### src/ntc_pkg.sv
// Shared types and constants for the nearest-to-center top-K selector.
// No dependencies; every other file imports this package.
package ntc_pkg;

    localparam int POS_W      = 24;  // world x, unsigned Q16.8
    localparam int OFF_W      = 24;  // view offset, signed Q16.8
    localparam int SCALE_W    = 12;  // view scale, unsigned Q4.8
    localparam int WIDTH_W    = 12;  // screen width
    localparam int MBASE_W    = 10;  // margin base
    localparam int FRAC_W     = 8;   // fraction bits of scale and offset
    localparam int DIST_W     = 13;
    localparam int IDX_W      = 8;
    localparam int COUNT_W    = 3;
    localparam int CFG_ADDR_W = 2;
    localparam int CFG_DATA_W = 24;

    localparam logic [DIST_W-1:0] DIST_MAX = '1;

    localparam int Q_DEPTH = 4;
    localparam int Q_PTR_W = 2;

    typedef enum logic [CFG_ADDR_W-1:0] {
        CFG_VIEW_OFFSET  = 2'd0,
        CFG_VIEW_SCALE   = 2'd1,
        CFG_SCREEN_WIDTH = 2'd2,
        CFG_MARGIN_BASE  = 2'd3
    } t_cfg_reg;

    typedef enum logic [0:0] {
        BK_RUN  = 1'b0,
        BK_EMIT = 1'b1
    } t_back_state;

    typedef struct packed {
        logic [POS_W-1:0] position_x;
        logic             last_item;
    } t_in_word;

    typedef struct packed {
        logic [IDX_W-1:0]   object_index;
        logic               entry_valid;
        logic [COUNT_W-1:0] shown_count;
        logic               last_result;
    } t_out_word;

    // Classified item passed from front to back.
    typedef struct packed {
        logic              last;
        logic              keep;   // inside the limit and not culled
        logic [DIST_W-1:0] distance;
        logic [IDX_W-1:0]  idx;
    } t_cand;

endpackage

### src/ntc_front.sv
// Front end: config registers, item counter and the map / cull / distance pipeline.
// Depends on ntc_pkg.
module ntc_front #(
    parameter int MAX_ITEMS = 256
) (
    input  logic                       i_clk,
    input  logic                       i_rst_n,
    input  logic                       i_cfg_we,
    input  logic [ntc_pkg::CFG_ADDR_W-1:0] i_cfg_addr,
    input  logic [ntc_pkg::CFG_DATA_W-1:0] i_cfg_data,
    input  logic                       i_in_valid,
    output logic                       o_in_ready,
    input  ntc_pkg::t_in_word          i_in_word,
    output logic                       o_cand_valid,
    input  logic                       i_cand_ready,
    output ntc_pkg::t_cand             o_cand
);
    import ntc_pkg::*;

    localparam int CNT_W  = $clog2(MAX_ITEMS + 1);
    localparam int PROD_W = POS_W + SCALE_W;
    localparam int SUM_W  = PROD_W + 2;
    localparam int RND_SH = 2 * FRAC_W;
    localparam int SX_W   = SUM_W - RND_SH;
    localparam int MPR_W  = MBASE_W + SCALE_W;
    localparam int MARG_W = MPR_W - FRAC_W;
    localparam int HI_W   = MARG_W + 1;
    localparam int CMP_W  = SX_W + 2;

    localparam logic signed [SUM_W-1:0] HALF_UP = SUM_W'(1) <<< (RND_SH - 1);
    localparam logic signed [SUM_W-1:0] HALF_DN = HALF_UP - SUM_W'(1);

    // config
    logic signed [OFF_W-1:0]   r_offset;
    logic [SCALE_W-1:0]        r_scale;
    logic [WIDTH_W-1:0]        r_width;
    logic [MBASE_W-1:0]        r_mbase;
    logic [MPR_W-1:0]          r_mprod;
    logic [MARG_W-1:0]         r_margin;
    logic [HI_W-1:0]           r_hi;

    // pipeline
    logic                      r1_v, r2_v, r3_v, r4_v;
    logic [PROD_W-1:0]         r1_prod;
    logic signed [SUM_W-1:0]   r2_s;
    logic signed [SX_W-1:0]    r3_sx;
    logic                      r1_last, r2_last, r3_last;
    logic                      r1_keep, r2_keep, r3_keep;
    logic [IDX_W-1:0]          r1_idx, r2_idx, r3_idx;
    t_cand                     r4_cand;
    logic [CNT_W-1:0]          r_cnt;

    logic                      adv;
    logic                      accept;
    logic                      in_range;
    logic signed [SUM_W-1:0]   n_sum;
    logic signed [CMP_W-1:0]   sx_e, lo_lim, hi_lim, center, dist_s;
    logic                      culled;
    logic [DIST_W-1:0]         n_dist;

    assign adv        = !r4_v || i_cand_ready;
    assign o_in_ready = adv;
    assign accept     = i_in_valid && adv;
    assign in_range   = r_cnt < CNT_W'(MAX_ITEMS);

    always_ff @(posedge i_clk) begin
        if (!i_rst_n) begin
            r_offset <= '0;
            r_scale  <= SCALE_W'(256);
            r_width  <= WIDTH_W'(320);
            r_mbase  <= MBASE_W'(80);
        end else if (i_cfg_we) begin
            case (t_cfg_reg'(i_cfg_addr))
                CFG_VIEW_OFFSET:  r_offset <= $signed(i_cfg_data[OFF_W-1:0]);
                CFG_VIEW_SCALE:   r_scale  <= i_cfg_data[SCALE_W-1:0];
                CFG_SCREEN_WIDTH: r_width  <= i_cfg_data[WIDTH_W-1:0];
                CFG_MARGIN_BASE:  r_mbase  <= i_cfg_data[MBASE_W-1:0];
                default: ;
            endcase
        end
    end

    // margin terms: the margin product is registered first, then the margin and upper limit
    always_ff @(posedge i_clk) begin
        r_mprod  <= MPR_W'(r_mbase) * MPR_W'(r_scale);
        r_margin <= r_mprod[MPR_W-1:FRAC_W];
        r_hi     <= HI_W'(r_width) + HI_W'(r_mprod[MPR_W-1:FRAC_W]);
    end

    // item counter: holds at the limit, restarts after a last word
    always_ff @(posedge i_clk) begin
        if (!i_rst_n) begin
            r_cnt <= '0;
        end else if (accept) begin
            if (i_in_word.last_item) begin
                r_cnt <= '0;
            end else if (in_range) begin
                r_cnt <= r_cnt + CNT_W'(1);
            end
        end
    end

    always_ff @(posedge i_clk) begin
        if (!i_rst_n) begin
            r1_v <= 1'b0;
            r2_v <= 1'b0;
            r3_v <= 1'b0;
            r4_v <= 1'b0;
        end else if (adv) begin
            r1_v <= i_in_valid;
            r2_v <= r1_v;
            r3_v <= r2_v;
            r4_v <= r3_v;
        end
    end

    // round half away from zero in one add: bias is one less for negative sums
    assign n_sum = r2_s + (r2_s[SUM_W-1] ? HALF_DN : HALF_UP);

    always_comb begin
        sx_e   = CMP_W'(r3_sx);
        lo_lim = -$signed({{(CMP_W-MARG_W){1'b0}}, r_margin});
        hi_lim = $signed({{(CMP_W-HI_W){1'b0}}, r_hi});
        center = $signed({{(CMP_W-WIDTH_W+1){1'b0}}, r_width[WIDTH_W-1:1]});
        culled = (sx_e < lo_lim) || (sx_e > hi_lim);
        dist_s = (sx_e < center) ? (center - sx_e) : (sx_e - center);
        n_dist = (dist_s > $signed(CMP_W'(DIST_MAX))) ? DIST_MAX : dist_s[DIST_W-1:0];
    end

    always_ff @(posedge i_clk) begin
        if (adv) begin
            r1_prod <= PROD_W'(i_in_word.position_x) * PROD_W'(r_scale);
            r1_last <= i_in_word.last_item;
            r1_keep <= in_range;
            r1_idx  <= IDX_W'(r_cnt);

            r2_s    <= $signed({2'b00, r1_prod})
                     + $signed({{(SUM_W-OFF_W-FRAC_W){r_offset[OFF_W-1]}}, r_offset,
                                {FRAC_W{1'b0}}});
            r2_last <= r1_last;
            r2_keep <= r1_keep;
            r2_idx  <= r1_idx;

            r3_sx   <= n_sum[SUM_W-1:RND_SH];
            r3_last <= r2_last;
            r3_keep <= r2_keep;
            r3_idx  <= r2_idx;

            r4_cand.last     <= r3_last;
            r4_cand.keep     <= r3_keep && !culled;
            r4_cand.distance <= n_dist;
            r4_cand.idx      <= r3_idx;
        end
    end

    assign o_cand_valid = r4_v;
    assign o_cand       = r4_cand;

endmodule

### src/ntc_queue.sv
// Short FIFO of classified words between front and back.
// Depends on ntc_pkg.
module ntc_queue (
    input  logic           i_clk,
    input  logic           i_rst_n,
    input  logic           i_valid,
    output logic           o_ready,
    input  ntc_pkg::t_cand i_word,
    output logic           o_valid,
    input  logic           i_ready,
    output ntc_pkg::t_cand o_word
);
    import ntc_pkg::*;

    t_cand              r_mem [Q_DEPTH];
    logic [Q_PTR_W-1:0] r_wr_ptr, r_rd_ptr;
    logic [Q_PTR_W:0]   r_count;
    logic               push, pop;

    assign o_ready = r_count != (Q_PTR_W+1)'(Q_DEPTH);
    assign o_valid = r_count != '0;
    assign o_word  = r_mem[r_rd_ptr];
    assign push    = i_valid && o_ready;
    assign pop     = o_valid && i_ready;

    always_ff @(posedge i_clk) begin
        if (push) begin
            r_mem[r_wr_ptr] <= i_word;
        end
    end

    always_ff @(posedge i_clk) begin
        if (!i_rst_n) begin
            r_wr_ptr <= '0;
            r_rd_ptr <= '0;
            r_count  <= '0;
        end else begin
            if (push) begin
                r_wr_ptr <= r_wr_ptr + Q_PTR_W'(1);
            end
            if (pop) begin
                r_rd_ptr <= r_rd_ptr + Q_PTR_W'(1);
            end
            case ({push, pop})
                2'b10:   r_count <= r_count + (Q_PTR_W+1)'(1);
                2'b01:   r_count <= r_count - (Q_PTR_W+1)'(1);
                default: ;
            endcase
        end
    end

endmodule

### src/ntc_back.sv
// Back end: K-slot selection with worst-slot search, and list emission.
// Depends on ntc_pkg.
module ntc_back #(
    parameter int KEEP_COUNT = 4
) (
    input  logic              i_clk,
    input  logic              i_rst_n,
    input  logic              i_cand_valid,
    output logic              o_cand_ready,
    input  ntc_pkg::t_cand    i_cand,
    output logic              o_out_valid,
    input  logic              i_out_ready,
    output ntc_pkg::t_out_word o_out_word
);
    import ntc_pkg::*;

    localparam int SLOT_W = (KEEP_COUNT > 1) ? $clog2(KEEP_COUNT) : 1;
    localparam int FILL_W = $clog2(KEEP_COUNT + 1);
    localparam int TREE_N = 1 << $clog2(KEEP_COUNT);

    logic [IDX_W-1:0]  r_slot_idx  [KEEP_COUNT];
    logic [DIST_W-1:0] r_slot_dist [KEEP_COUNT];
    logic [FILL_W-1:0] r_filled;
    logic [SLOT_W-1:0] r_emit;
    t_back_state       r_state, n_state;
    logic              r_out_valid;
    t_out_word         r_out_word, n_out_word;

    logic [DIST_W-1:0] node_dist [1:2*TREE_N-1];
    logic [SLOT_W-1:0] node_slot [1:2*TREE_N-1];

    logic pop, emit_go, out_free, emit_last, emit_done, has_free;

    // first-largest search: ties keep the left (lower) slot
    always_comb begin
        for (int i = 0; i < TREE_N; i++) begin
            if (i < KEEP_COUNT) begin
                node_dist[TREE_N+i] = r_slot_dist[i];
                node_slot[TREE_N+i] = SLOT_W'(i);
            end else begin
                node_dist[TREE_N+i] = '0;
                node_slot[TREE_N+i] = '0;
            end
        end
        for (int n = TREE_N - 1; n >= 1; n--) begin
            if (node_dist[2*n+1] > node_dist[2*n]) begin
                node_dist[n] = node_dist[2*n+1];
                node_slot[n] = node_slot[2*n+1];
            end else begin
                node_dist[n] = node_dist[2*n];
                node_slot[n] = node_slot[2*n];
            end
        end
    end

    assign out_free  = !r_out_valid || i_out_ready;
    assign has_free  = r_filled < FILL_W'(KEEP_COUNT);
    assign emit_last = (FILL_W'(r_emit) + FILL_W'(1)) == r_filled;
    assign emit_done = (r_filled == '0) || emit_last;

    // FSM outputs
    always_comb begin
        o_cand_ready = 1'b0;
        emit_go      = 1'b0;
        case (r_state)
            BK_RUN:  o_cand_ready = 1'b1;
            BK_EMIT: emit_go      = out_free;
            default: ;
        endcase
    end

    // FSM next state
    always_comb begin
        n_state = r_state;
        case (r_state)
            BK_RUN:  if (i_cand_valid && i_cand.last) n_state = BK_EMIT;
            BK_EMIT: if (emit_go && emit_done) n_state = BK_RUN;
            default: n_state = BK_RUN;
        endcase
    end

    assign pop = i_cand_valid && o_cand_ready;

    always_comb begin
        if (r_filled == '0) begin
            n_out_word.object_index = '0;
            n_out_word.entry_valid  = 1'b0;
            n_out_word.shown_count  = '0;
            n_out_word.last_result  = 1'b1;
        end else begin
            n_out_word.object_index = r_slot_idx[r_emit];
            n_out_word.entry_valid  = 1'b1;
            n_out_word.shown_count  = COUNT_W'(r_filled);
            n_out_word.last_result  = emit_last;
        end
    end

    always_ff @(posedge i_clk) begin
        if (pop && i_cand.keep) begin
            if (has_free) begin
                r_slot_idx[SLOT_W'(r_filled)]  <= i_cand.idx;
                r_slot_dist[SLOT_W'(r_filled)] <= i_cand.distance;
            end else if (i_cand.distance < node_dist[1]) begin
                r_slot_idx[node_slot[1]]  <= i_cand.idx;
                r_slot_dist[node_slot[1]] <= i_cand.distance;
            end
        end
        if (emit_go) begin
            r_out_word <= n_out_word;
        end
    end

    always_ff @(posedge i_clk) begin
        if (!i_rst_n) begin
            r_state     <= BK_RUN;
            r_filled    <= '0;
            r_emit      <= '0;
            r_out_valid <= 1'b0;
        end else begin
            r_state <= n_state;
            if (pop && i_cand.keep && has_free) begin
                r_filled <= r_filled + FILL_W'(1);
            end
            if (emit_go) begin
                r_out_valid <= 1'b1;
                if (emit_done) begin
                    r_filled <= '0;
                    r_emit   <= '0;
                end else begin
                    r_emit <= r_emit + SLOT_W'(1);
                end
            end else if (i_out_ready) begin
                r_out_valid <= 1'b0;
            end
        end
    end

    assign o_out_valid = r_out_valid;
    assign o_out_word  = r_out_word;

endmodule

### src/nearest_to_center_top_k_select.sv
// Top level of the nearest-to-center top-K selector: front, queue and back.
// Depends on ntc_pkg, ntc_front, ntc_queue and ntc_back.
//
//  channel  direction  handshake                  word
//  -------  ---------  -------------------------  -----------------------------------
//  input    in         i_in_valid / o_in_ready    t_in_word  (position_x, last_item)
//  output   out        o_out_valid / i_out_ready  t_out_word (index, valid, count, last)
//  config   in         i_cfg_we (no handshake)    i_cfg_addr, i_cfg_data
//
// One input word per cycle while o_in_ready is high. A word passes the front
// pipeline registers (multiply, offset add, round, cull and distance) before
// it enters the four-entry queue. The back takes a non-last word whenever one
// is offered; a last word puts it in its emit state, which takes no word until
// all result words (at least one) leave through the single output register.
// Synchronous active-low reset clears all control state and loads the config
// defaults. Output stalls fill the queue first, then stall the front via o_in_ready.
module nearest_to_center_top_k_select #(
    parameter int KEEP_COUNT = 4,
    parameter int MAX_ITEMS  = 256
) (
    input  logic                           i_clk,
    input  logic                           i_rst_n,
    input  logic                           i_cfg_we,
    input  logic [ntc_pkg::CFG_ADDR_W-1:0] i_cfg_addr,
    input  logic [ntc_pkg::CFG_DATA_W-1:0] i_cfg_data,
    input  logic                           i_in_valid,
    output logic                           o_in_ready,
    input  ntc_pkg::t_in_word              i_in_word,
    output logic                           o_out_valid,
    input  logic                           i_out_ready,
    output ntc_pkg::t_out_word             o_out_word
);
    import ntc_pkg::*;

    // front -> queue
    logic  f_valid, f_ready;
    t_cand f_word;
    // queue -> back
    logic  q_valid, q_ready;
    t_cand q_word;

    ntc_front #(
        .MAX_ITEMS (MAX_ITEMS)
    ) u_front (
        .i_clk        (i_clk),
        .i_rst_n      (i_rst_n),
        .i_cfg_we     (i_cfg_we),
        .i_cfg_addr   (i_cfg_addr),
        .i_cfg_data   (i_cfg_data),
        .i_in_valid   (i_in_valid),
        .o_in_ready   (o_in_ready),
        .i_in_word    (i_in_word),
        .o_cand_valid (f_valid),
        .i_cand_ready (f_ready),
        .o_cand       (f_word)
    );

    ntc_queue u_queue (
        .i_clk   (i_clk),
        .i_rst_n (i_rst_n),
        .i_valid (f_valid),
        .o_ready (f_ready),
        .i_word  (f_word),
        .o_valid (q_valid),
        .i_ready (q_ready),
        .o_word  (q_word)
    );

    ntc_back #(
        .KEEP_COUNT (KEEP_COUNT)
    ) u_back (
        .i_clk        (i_clk),
        .i_rst_n      (i_rst_n),
        .i_cand_valid (q_valid),
        .o_cand_ready (q_ready),
        .i_cand       (q_word),
        .o_out_valid  (o_out_valid),
        .i_out_ready  (i_out_ready),
        .o_out_word   (o_out_word)
    );

    // the front only stalls when the queue is full
    a_stall_needs_full: assert property (@(posedge i_clk) disable iff (!i_rst_n)
        !o_in_ready |-> !f_ready)
        else $error("front stalled with room in the queue");

    // a selected entry always reports a nonzero count
    a_valid_has_count: assert property (@(posedge i_clk) disable iff (!i_rst_n)
        o_out_valid && o_out_word.entry_valid |-> o_out_word.shown_count != '0)
        else $error("selected entry with zero count");

    // an empty-list word is alone: last, zero count, zero index
    a_empty_list: assert property (@(posedge i_clk) disable iff (!i_rst_n)
        o_out_valid && !o_out_word.entry_valid |->
            o_out_word.last_result && o_out_word.shown_count == '0
            && o_out_word.object_index == '0)
        else $error("malformed empty-list word");

    // a new output word after a non-last word keeps the list count
    a_count_stable: assert property (@(posedge i_clk) disable iff (!i_rst_n)
        o_out_valid && i_out_ready && !o_out_word.last_result ##1 o_out_valid
            |-> o_out_word.shown_count == $past(o_out_word.shown_count))
        else $error("count changed within a list");

endmodule
### config.mk
export PLATFORM = sky130hd
export DESIGN_NAME = nearest_to_center_top_k_select
export DESIGN_NICKNAME = d
export VERILOG_FILES = /design/src/ntc_pkg.sv /design/src/ntc_front.sv /design/src/ntc_queue.sv /design/src/ntc_back.sv /design/src/nearest_to_center_top_k_select.sv
export SDC_FILE = /design/constraint.sdc
export NUM_CORES = 2
export LEC_CHECK = 0
export ABC_AREA = 0
export BUFFER_PORTS_ARGS = -buffer_cell sky130_fd_sc_hd__clkbuf_2
export CAP_MARGIN = 25
export CORE_ASPECT_RATIO = 0.8
export CORE_UTILIZATION = 50
export DETAILED_ROUTE_END_ITERATION = 10
export PLACE_DENSITY_LB_ADDON = 0.12
export SKIP_LAST_GASP = 1
export SLEW_MARGIN = 20
export SYNTH_ARGS = -nofsm -noshare
export SYNTH_HDL_FRONTEND = slang
export SYNTH_SLANG_ARGS = --single-unit
### constraint.sdc
create_clock -name i_clk -period 8.1 [get_ports i_clk]
set_input_delay 1.215 -clock i_clk [delete_from_list [all_inputs] [get_ports i_clk]]
set_output_delay 1.215 -clock i_clk [all_outputs]
set_load 0.005 [all_outputs]
==> results.toml <==
[outcome]
status = "completed"

[global_route]
grt_max_degree = 86
grt_pass1_vias = 23900
grt_use_total = 0.241
antenna_found_initial = 0
grt_first_pass_wirelength_um = 132000
grt-ovfl-total = 0

[synth]
yosys.area.top_type_share = 0.294
ys.flop_type = "edfxtp_1"
syn_area_mm2 = 0.0345
synth.avg_cell_area_um2 = 10.7
seq_area_frac_synth = 0.370
synth-seq-cells = 468
yosys-top-cells-area = "edfxtp_1, fa_1, ha_1"
yosysMostFrequentCell = "nand2_1"
synthTopCellsByCount = "nand2_1, inv_1, edfxtp_1, ha_1, fa_1"
synth_top_area_cell = "edfxtp_1"
ys_warn_count = 0
synth-edff-count = 338
syn_inst = 3239
syn_nets = 3903
ys_types = 74
async_reset_ff_frac = 0

[cts]
postCtsSetupRepairBufs = 0
root_buffer = "clkbuf_16"
cts_made_buffers = 47
cts.path.max_buffers = 3
clk_pin_slew_worst_paths_ns = 0.06
clock-sinks = 468
cts_hold_buffers = 0
htree_levels = 2
cts_tree = "built"
insertion_delay_ns = 0.58

[floorplanning]
fp.dieH_um = 237
dieArea_mm2 = 0.0701
num_rows = 85
core_area_mm2 = 0.0677
initial_utilization = 0.509
io_pins = 71
die_w_um = 296

[sta]
hold_viol_final = 0
max_slew_margin = 0.282
finalCritPeriodShare = 0.892
fin_setup_tns_ns = 0
tightest_slew_ns = 1.08
slew_viol_final = 0
finClkSkew_ns = 0.0286
setup_violations = 0
rsz0062_at_grt = "false"
fmax_ghz = 0.138
setup_ws_ns = 0.874
period_needed_ns = 7.23

[power_and_ir_drop]
p_leak_uw = 0.0165
powerDensity_mw_per_mm2 = 219
ir_drop_v = 0.000157

[drt]
post_drt_wl_per_cell_um = 19.3
drt-initial-drc-count = 1570
routed_via_density = 5.51
drc = 0
vias = 23200
routed_wl_um = 81200
drtPass1Iterations = 5
ant_nets = 0

[placement]
placed_cells = 4125
dp_hpwl_um = 62400
place_ws_ns = 0.350
gp_congestion = 0.875
numPortBuffers = 70

[setup_path]
endpoint_kind = "flop"
start_kind = "flop"
worst_r2r_path_depth = 28
slowest_delay_ns = 0.75
critical-path-slowest-cell = "a2111oi_0"
arrival_ns = 7.46
crit_required_ns = 8.33
r2r_slack_ns = 0.87
rr_endpoint = "u_back.r_slot_idx[1][2]"
worstSetupStartpoint = "u_back.r_slot_dist[3][6]"
crit-reg2reg-launch = "u_back.r_slot_dist[3][6]"
critical_path.max_fanout = 25
endpoint = "u_back.r_slot_idx[1][2]"
path_class = "reg2reg"
cp_common_cell = "a21oi_1"

[layout]
layout.nets = 3925
drive_gt1_frac = 0.0727
area_growth_syn_to_layout_pct = 7.98
fin_util = 0.550
stdcell_count = 4215

[hold_path]
hold_path_class = "reg2reg"

[job]
cap_violations = 0
==> critical path: cells and delay by family (launching register included) <==
kind                       cells  cell delay (ns)
adders and majority gates      3             0.96
and+or+nand+nor                3             0.22
buffers and inverters          1             0.36
DFF                            1             0.39
AOI/OAI and AO/OA             20             4.53
muxes                          1             0.41
==> registers in the layout, indices dropped and copies added, names as in the netlist, 13 cells and up, named ones only <==
register,flops
u_front.r_hi,15
u_front.o_cand,23
u_back.r_slot_idx,32
u_back.r_slot_dist,52
u_front.r3_sx,22
u_back.o_out_word,13
u_front.r_margin,14
u_front.r1_prod,36
u_queue.r_mem,92
u_front.r2_s,38
u_front.r_offset,24
u_front.r_mprod,14
==> cells by family after synthesis <==
kind of cell	share of synthesized area
flops	0.370
mux	0.0294
simple gates	0.136
buf+inv	0.0559
xor+xnor	0.0335
fa+ha+maj	0.286
compound gates	0.0895
==> power by group <==
| group | switching (uW) | leakage (uW) | internal, uW |
|---|---|---|---|
| sequential | 323 | 0.00437 | 3040 |
| clock | 906 | 0.000706 | 1180 |
| combinational | 1570 | 0.0114 | 1120 |
| total | 2800 | 0.0165 | 5350 |
==> worst min-delay path by stage <==
stage / start / endpoint / slack [ns] / cells after the start
after floorplan: u_front.r_mprod[8] / u_front.r_margin[0] / 0.34 / 0
after global placement: u_front.r_mprod[8] / u_front.r_margin[0] / 0.35 / 0
after detailed placement: u_front.r_mprod[8] / u_front.r_margin[0] / 0.36 / 0
after CTS: u_front.r_mprod[8] / u_front.r_margin[0] / 0.36 / 0
after global routing: u_front.r_mprod[8] / u_front.r_margin[0] / 0.37 / 0
final: u_front.r_mprod[8] / u_front.r_margin[0] / 0.36 / 0
==> metal layers <==
| metal | share of wire | vias up | track usage |
|---|---|---|---|
| met2 | 0.42 | 576 | 0.353 |
| li1 | - | 10900 | - |
| met5 | 0 | - | 0 |
| met1 | 0.51 | 11600 | 0.378 |
| met4 | 0.014 | 0 | 0.0462 |
| met3 | 0.059 | 75 | 0.0375 |
==> final cells by class <==
| type | instances | area, um2 |
|---|---|---|
| diodes | 2 | 5.00 |
| clock buffers | 69 | 1300 |
| clock inverters | 19 | 166 |
| fillers | 5898 | 30500 |
| inverters | 381 | 1440 |
| multi-input cells | 2261 | 19900 |
| flip-flops and latches | 468 | 12800 |
| well taps | 913 | 1140 |
| repair buffers | 102 | 594 |
==> cell usage in the layout, fill, tap and decap left out, types with 12 or more instances in the layout <==
| master | instances |
|---|---|
| a211oi_1 | 23 |
| a21boi_0 | 61 |
| a21o_1 | 57 |
| a21oi_1 | 113 |
| and2_1 | 161 |
| and3_1 | 26 |
| buf_4 | 31 |
| clkbuf_1 | 19 |
| clkbuf_16 | 48 |
| clkbuf_2 | 70 |
| dfxtp_1 | 130 |
| edfxtp_1 | 338 |
| fa_1 | 302 |
| ha_1 | 306 |
| inv_1 | 380 |
| mux2_2 | 14 |
| mux2i_1 | 16 |
| mux4_2 | 31 |
| nand2_1 | 492 |
| nand2b_1 | 22 |
| nand3_1 | 40 |
| nand4_1 | 22 |
| nor2_1 | 102 |
| nor2b_1 | 36 |
| nor3_1 | 33 |
| o21a_1 | 31 |
| o21ai_0 | 84 |
| o21bai_1 | 12 |
| or3_1 | 19 |
| xnor2_1 | 89 |
| xor2_1 | 43 |
==> repair_timing <==
item	4_1_cts	5_1_grt
endpoints found under the setup margin	0	84
endpoints found under the hold margin	0	0
resized for setup	0	2
==> per-stage QoR <==
stage / hold WS, ns / total power (uW) / cell area, um2
after CTS: 0.359 / 8190 / 37200
after floorplan: 0.337 / 5250 / 34500
after global placement: 0.349 / 6010 / 35800
after global routing: 0.368 / 8680 / 37300
final: 0.359 / 8150 / 37300
after detailed placement: 0.358 / 6080 / 35800
No activity file was read; power rests on OpenSTA's default activity.
